$ cat src/hw/rtl/mpfl_ram.sv
// ----------------------------------------------------------------------------
// mpfl_ram
// Simple dual-port synchronous RAM, one write and one registered read port.
// ----------------------------------------------------------------------------
module mpfl_ram #(
  parameter int WIDTH = 8,
  parameter int DEPTH = 256,
  parameter int AW    = $clog2(DEPTH)
) (
  input  logic             clk,
  input  logic             we,
  input  logic [AW-1:0]    waddr,
  input  logic [WIDTH-1:0] wdata,
  input  logic             re,
  input  logic [AW-1:0]    raddr,
  output logic [WIDTH-1:0] rdata
);

  logic [WIDTH-1:0] mem [DEPTH];

  always_ff @(posedge clk) begin
    if (we) begin
      mem[waddr] <= wdata;
    end
  end

  always_ff @(posedge clk) begin
    if (re) begin
      rdata <= mem[raddr];
    end
  end

endmodule

$ cat config.mk
export PLATFORM = sky130hd
export DESIGN_NAME = mpfl_ram
export DESIGN_NICKNAME = d
export VERILOG_FILES = /design/src/hw/rtl/mpfl_ram.sv
export SDC_FILE = /design/constraint.sdc
export NUM_CORES = 2
export LEC_CHECK = 0
export ABC_AREA = 0
export BUFFER_PORTS_ARGS = -buffer_cell sky130_fd_sc_hd__buf_2
export CAP_MARGIN = 20
export CORE_MARGIN = 5
export CORE_UTILIZATION = 50
export DETAILED_ROUTE_END_ITERATION = 16
export PLACE_DENSITY_LB_ADDON = 0.25
export SKIP_LAST_GASP = 1
export SYNTH_ARGS = -nofsm -noshare
export SYNTH_HDL_FRONTEND = slang
export SYNTH_SLANG_ARGS = --single-unit
$ cat constraint.sdc
create_clock -name clk -period 3.4 [get_ports clk]
set_input_delay 0.68 -clock clk [delete_from_list [all_inputs] [get_ports clk]]
set_output_delay 0.68 -clock clk [all_outputs]
set_load 0.005 [all_outputs]
# Word level (Yosys, flattened, before mapping)

Memory sizes are Yosys's and may differ from the RTL's. A register that Yosys moved wholly into a read port is not among the register bits.
Cells that the tools add are included.

Flip-flop bits (word level): 0
RAM bits: 2048
Memories kept: 1
Output and inout port bits: 8

Memory list:

| name | words | width | read ports | clocked after memory_dff | write ports | RTL line | text |
|---|---|---|---|---|---|---|---|
| mem  | 256   | 8     | 1          | 1                        | 1           | 19       | `logic [WIDTH-1:0] mem [DEPTH];` |

Multiplexer cells: 2

Operator list:

| cell              | count |
|---|---|
| two-way mux 1 bit | 2 |

# Longest topological paths before layout

Word-level depth: 2
Gate-level depth with buffers: 11

# Worst setup path after synthesis

OpenSTA, ideal clock, no wires.

Kind: input-to-reg
Start: input port raddr[0]
End: register rdata[2], read port of mem, data pin
Arrival time: 2.487 ns
Path buffers: 4
Setup time: 0.269 ns
Data required time: 3.131 ns
Stages: 9
Slack: 0.644 ns
Cell sequence: buf_6 > buf_12 > buf_8 > buf_2 > mux4_2 > a22oi_1 > a21oi_1 > nor4_1 > nor4_2

RTL lines:

| item            | RTL line | text |
|---|---|---|
| start, declared | 15       | `input logic [AW-1:0] raddr,` |
| end, declared   | 16       | `output logic [WIDTH-1:0] rdata` |

==> results_dict.tcl <==
set metrics [dict create \
    worstHoldPathType "input port to flip-flop" \
    fp.dieH_microns 409 \
    multi_input_area_sq_um 16500 \
    setup_viol 0 \
    clk_pin_slew_ps 60 \
    drive_above_1_share_pct 29.6 \
    critPathLaunch "raddr[1]" \
    fp.dieArea_sq_um 167000 \
    synth_seq_area_share_pct 77.5 \
    synth_seq_cells 2056 \
    post-route-period-util_pct 94.7 \
    core-area_sq_um 158000 \
    synth_edf_count 2056 \
    ys_types 54 \
    maxCapViolCount 0 \
    period_needed_ps 3220 \
    ant_nets 0 \
    place_hpwl_microns 124000 \
    cp_max_fo 50 \
    post_cts_buffers 0 \
    drc_errors 0 \
    worstMarginPinSlew_ps 1220 \
    ir_worst_vdd_uv 507 \
    wl_microns 197000 \
    reg2reg_from "mem[82][5]" \
    syn_inst 3733 \
    max_freq_mhz 311 \
    p_leak_nw 29.5 \
    pwr-share-comb_pct 5.2 \
    p_seq_share_pct 53.3 \
    grt_pass1_wl_microns 287000 \
    htree_levels 4 \
    critical_path_class "input port to flip-flop" \
    p_sw_share_pct 21.2 \
    status "completed" \
    globalRouteMet3Util_pct 5.24 \
    antenna_found_initial 12 \
    post_cts_resized 0 \
    p_sw_mw 11.1 \
    grt_max_degree 113 \
    postSynth.asyncResetShare_pct 0 \
    cts-root-buf "clkbuf_16" \
    cp-start-kind "input port" \
    finalSetupTns_ps 0 \
    syn_area_sq_um 79600 \
    hold_viol 0 \
    final_common_cell "edfxtp_1" \
    drtPass1Iterations 6 \
    avgRoutedWirePerCell_microns 30.3 \
    ctsHoldBuffers 0 \
    seq_area_sq_um 61700 \
    grt_pass1_vias 40300 \
    cts_tree "done" \
    p_clk_share_pct 41.5 \
    worstPathArrival_ps 3750 \
    overflow 0 \
    grt_util_met1_pct 33.6 \
    power-per-cell-area_nw_per_um2 568 \
    ctsLongestPathBuffers 3 \
    synth_fp_nets 3760 \
    die_w_microns 409 \
    synth_flop_cell "edfxtp_1" \
    clock_latency_ps 820 \
    vias 40400 \
    numPortBuffers 34 \
    rsz0062_at_grt "no" \
    grt_usage_pct 23.6 \
    met2_usage_pct 37.1 \
    start_util_pct 50.3 \
    syn2layout_area_growth_pct 15.9 \
    rows 146 \
    synth.avg_cell_area_sq_um 21.3 \
    fin_nets 4282 \
    initialDrtViolationCount 4561 \
    fillers 11200 \
    slew_viol_final 0 \
    maxSlewHeadroom_pct 18.0 \
    ys_warn_count 0 \
    stdcell_area_sq_um 92300 \
    dpl-instance-area_sq_um 85800 \
    min_from "wdata[4]" \
    cts_made_buffers 201 \
    gp_congestion 0.844 \
    avgViaCountPerCell 6.22 \
    io_pins 35 \
    gr-max-usage-layer "met2" \
    endpoint_kind "flip-flop" \
    clock_skew_ps 35.4 \
    mostFrequentLayoutCells "edfxtp_1, mux4_2, buf_4" \
    cts_sinks 2056 \
    intPower_mw 41.4 \
    crit_required_ps 3930 \
]
power groups by stage:
stage | Clock, mW | Combinational, mW | Sequential (mW)
after floorplan | 0 | 1.36 | 28.5
after global placement | 0 | 2.71 | 28.5
after detailed placement | 0 | 2.75 | 28.5
after CTS | 22.1 | 2.76 | 28.0
after global routing | 23.2 | 2.88 | 28.0
final | 21.8 | 2.73 | 28.0
cell families (layout without fill, tap and decap cells):
group                  Yosys count  count (layout)  share of synthesized area (%)
other                            0               7                              0
muxes                          591             591                           14.6
and+or+nand+nor                466             466                           2.63
AOI/OAI and AO/OA              385             385                           3.42
buffers and inverters          235             925                           1.83
DFF                           2056            2056                           77.5
registers in the layout, summed over array words and instances (netlist names):
signal  count
rdata       8
mem      2048
final cells by class:
cell class	count	area share, %
multi-input combinational	1442	17.9
sequential	2056	66.9
clock buffer	241	5.61
clock inverter	130	1.41
timing repair buffer	552	5.41
antenna	7	0.0190
tap	2072	2.81
inverter	2	0.00813
stage by stage:
step | total power [mW] | hold WS (ps) | setup slack (ps) | std cells | utilization, %
finish | 52.5 | 266 | 181 | 6502 | 58.3
global route | 54.1 | 237 | 220 | 6496 | 58.3
CTS | 52.9 | 227 | 330 | 6495 | 58.3
detailed placement | 31.3 | 1110 | -533 | 6124 | 54.2
floorplan | 29.9 | 779 | 644 | 3733 | -
global placement | 31.2 | 1120 | -857 | 6123 | 54.2
synthesized netlist by cell type (8+ instances only):
cell type | instances | area, sq um
o21ai_0 | 10 | 50.1
o22ai_1 | 28 | 175
buf_4 | 27 | 203
a221oi_1 | 13 | 114
buf_12 | 8 | 160
o221ai_1 | 46 | 403
o211ai_1 | 10 | 75.1
nor2b_1 | 31 | 194
buf_8 | 13 | 195
nand2_1 | 33 | 124
a211oi_1 | 16 | 120
mux2i_1 | 134 | 1340
a21oi_1 | 96 | 480
a22o_1 | 8 | 70.1
mux4_2 | 454 | 10200
edfxtp_1 | 2056 | 61700
buf_6 | 21 | 236
nand2b_1 | 8 | 50.1
nor3_1 | 22 | 110
nand4_1 | 10 | 62.6
buf_2 | 31 | 155
a22oi_1 | 133 | 998
nor4_1 | 24 | 150
buf_1 | 22 | 82.6
nor2_1 | 282 | 1060
nand3_1 | 34 | 170
clkbuf_1 | 111 | 417
worst paths after layout:
| path | endpoint | slack [ps] | cells past startpoint |
|---|---|---|---|
| worst min register to register | rdata[6] | 1210 | 7 |
| worst min-delay path | mem[69][4] | 270 | 1 |
| worst max-delay path | rdata[5] | 180 | 8 |
| worst max register to register | rdata[5] | 230 | 6 |
routing by layer:
metal  wire length (microns)  vias to the layer above  part of all wire (%)
met5                      82                        -                 0.042
met4                    6000                       12                   3.0
met3                   18200                      360                   9.3
met2                   94300                     1907                    48
met1                   78200                    21400                    40
li1                        -                    16800                     -
critical path, stage by stage:
cell and delay (ps):
buf_8 260, buf_12 260, buf_12 290, mux4_2 350, a221oi_1 600, o32ai_1 230, nor3_1 850, nor4_1 160
(Power assumes the default switching activity.)
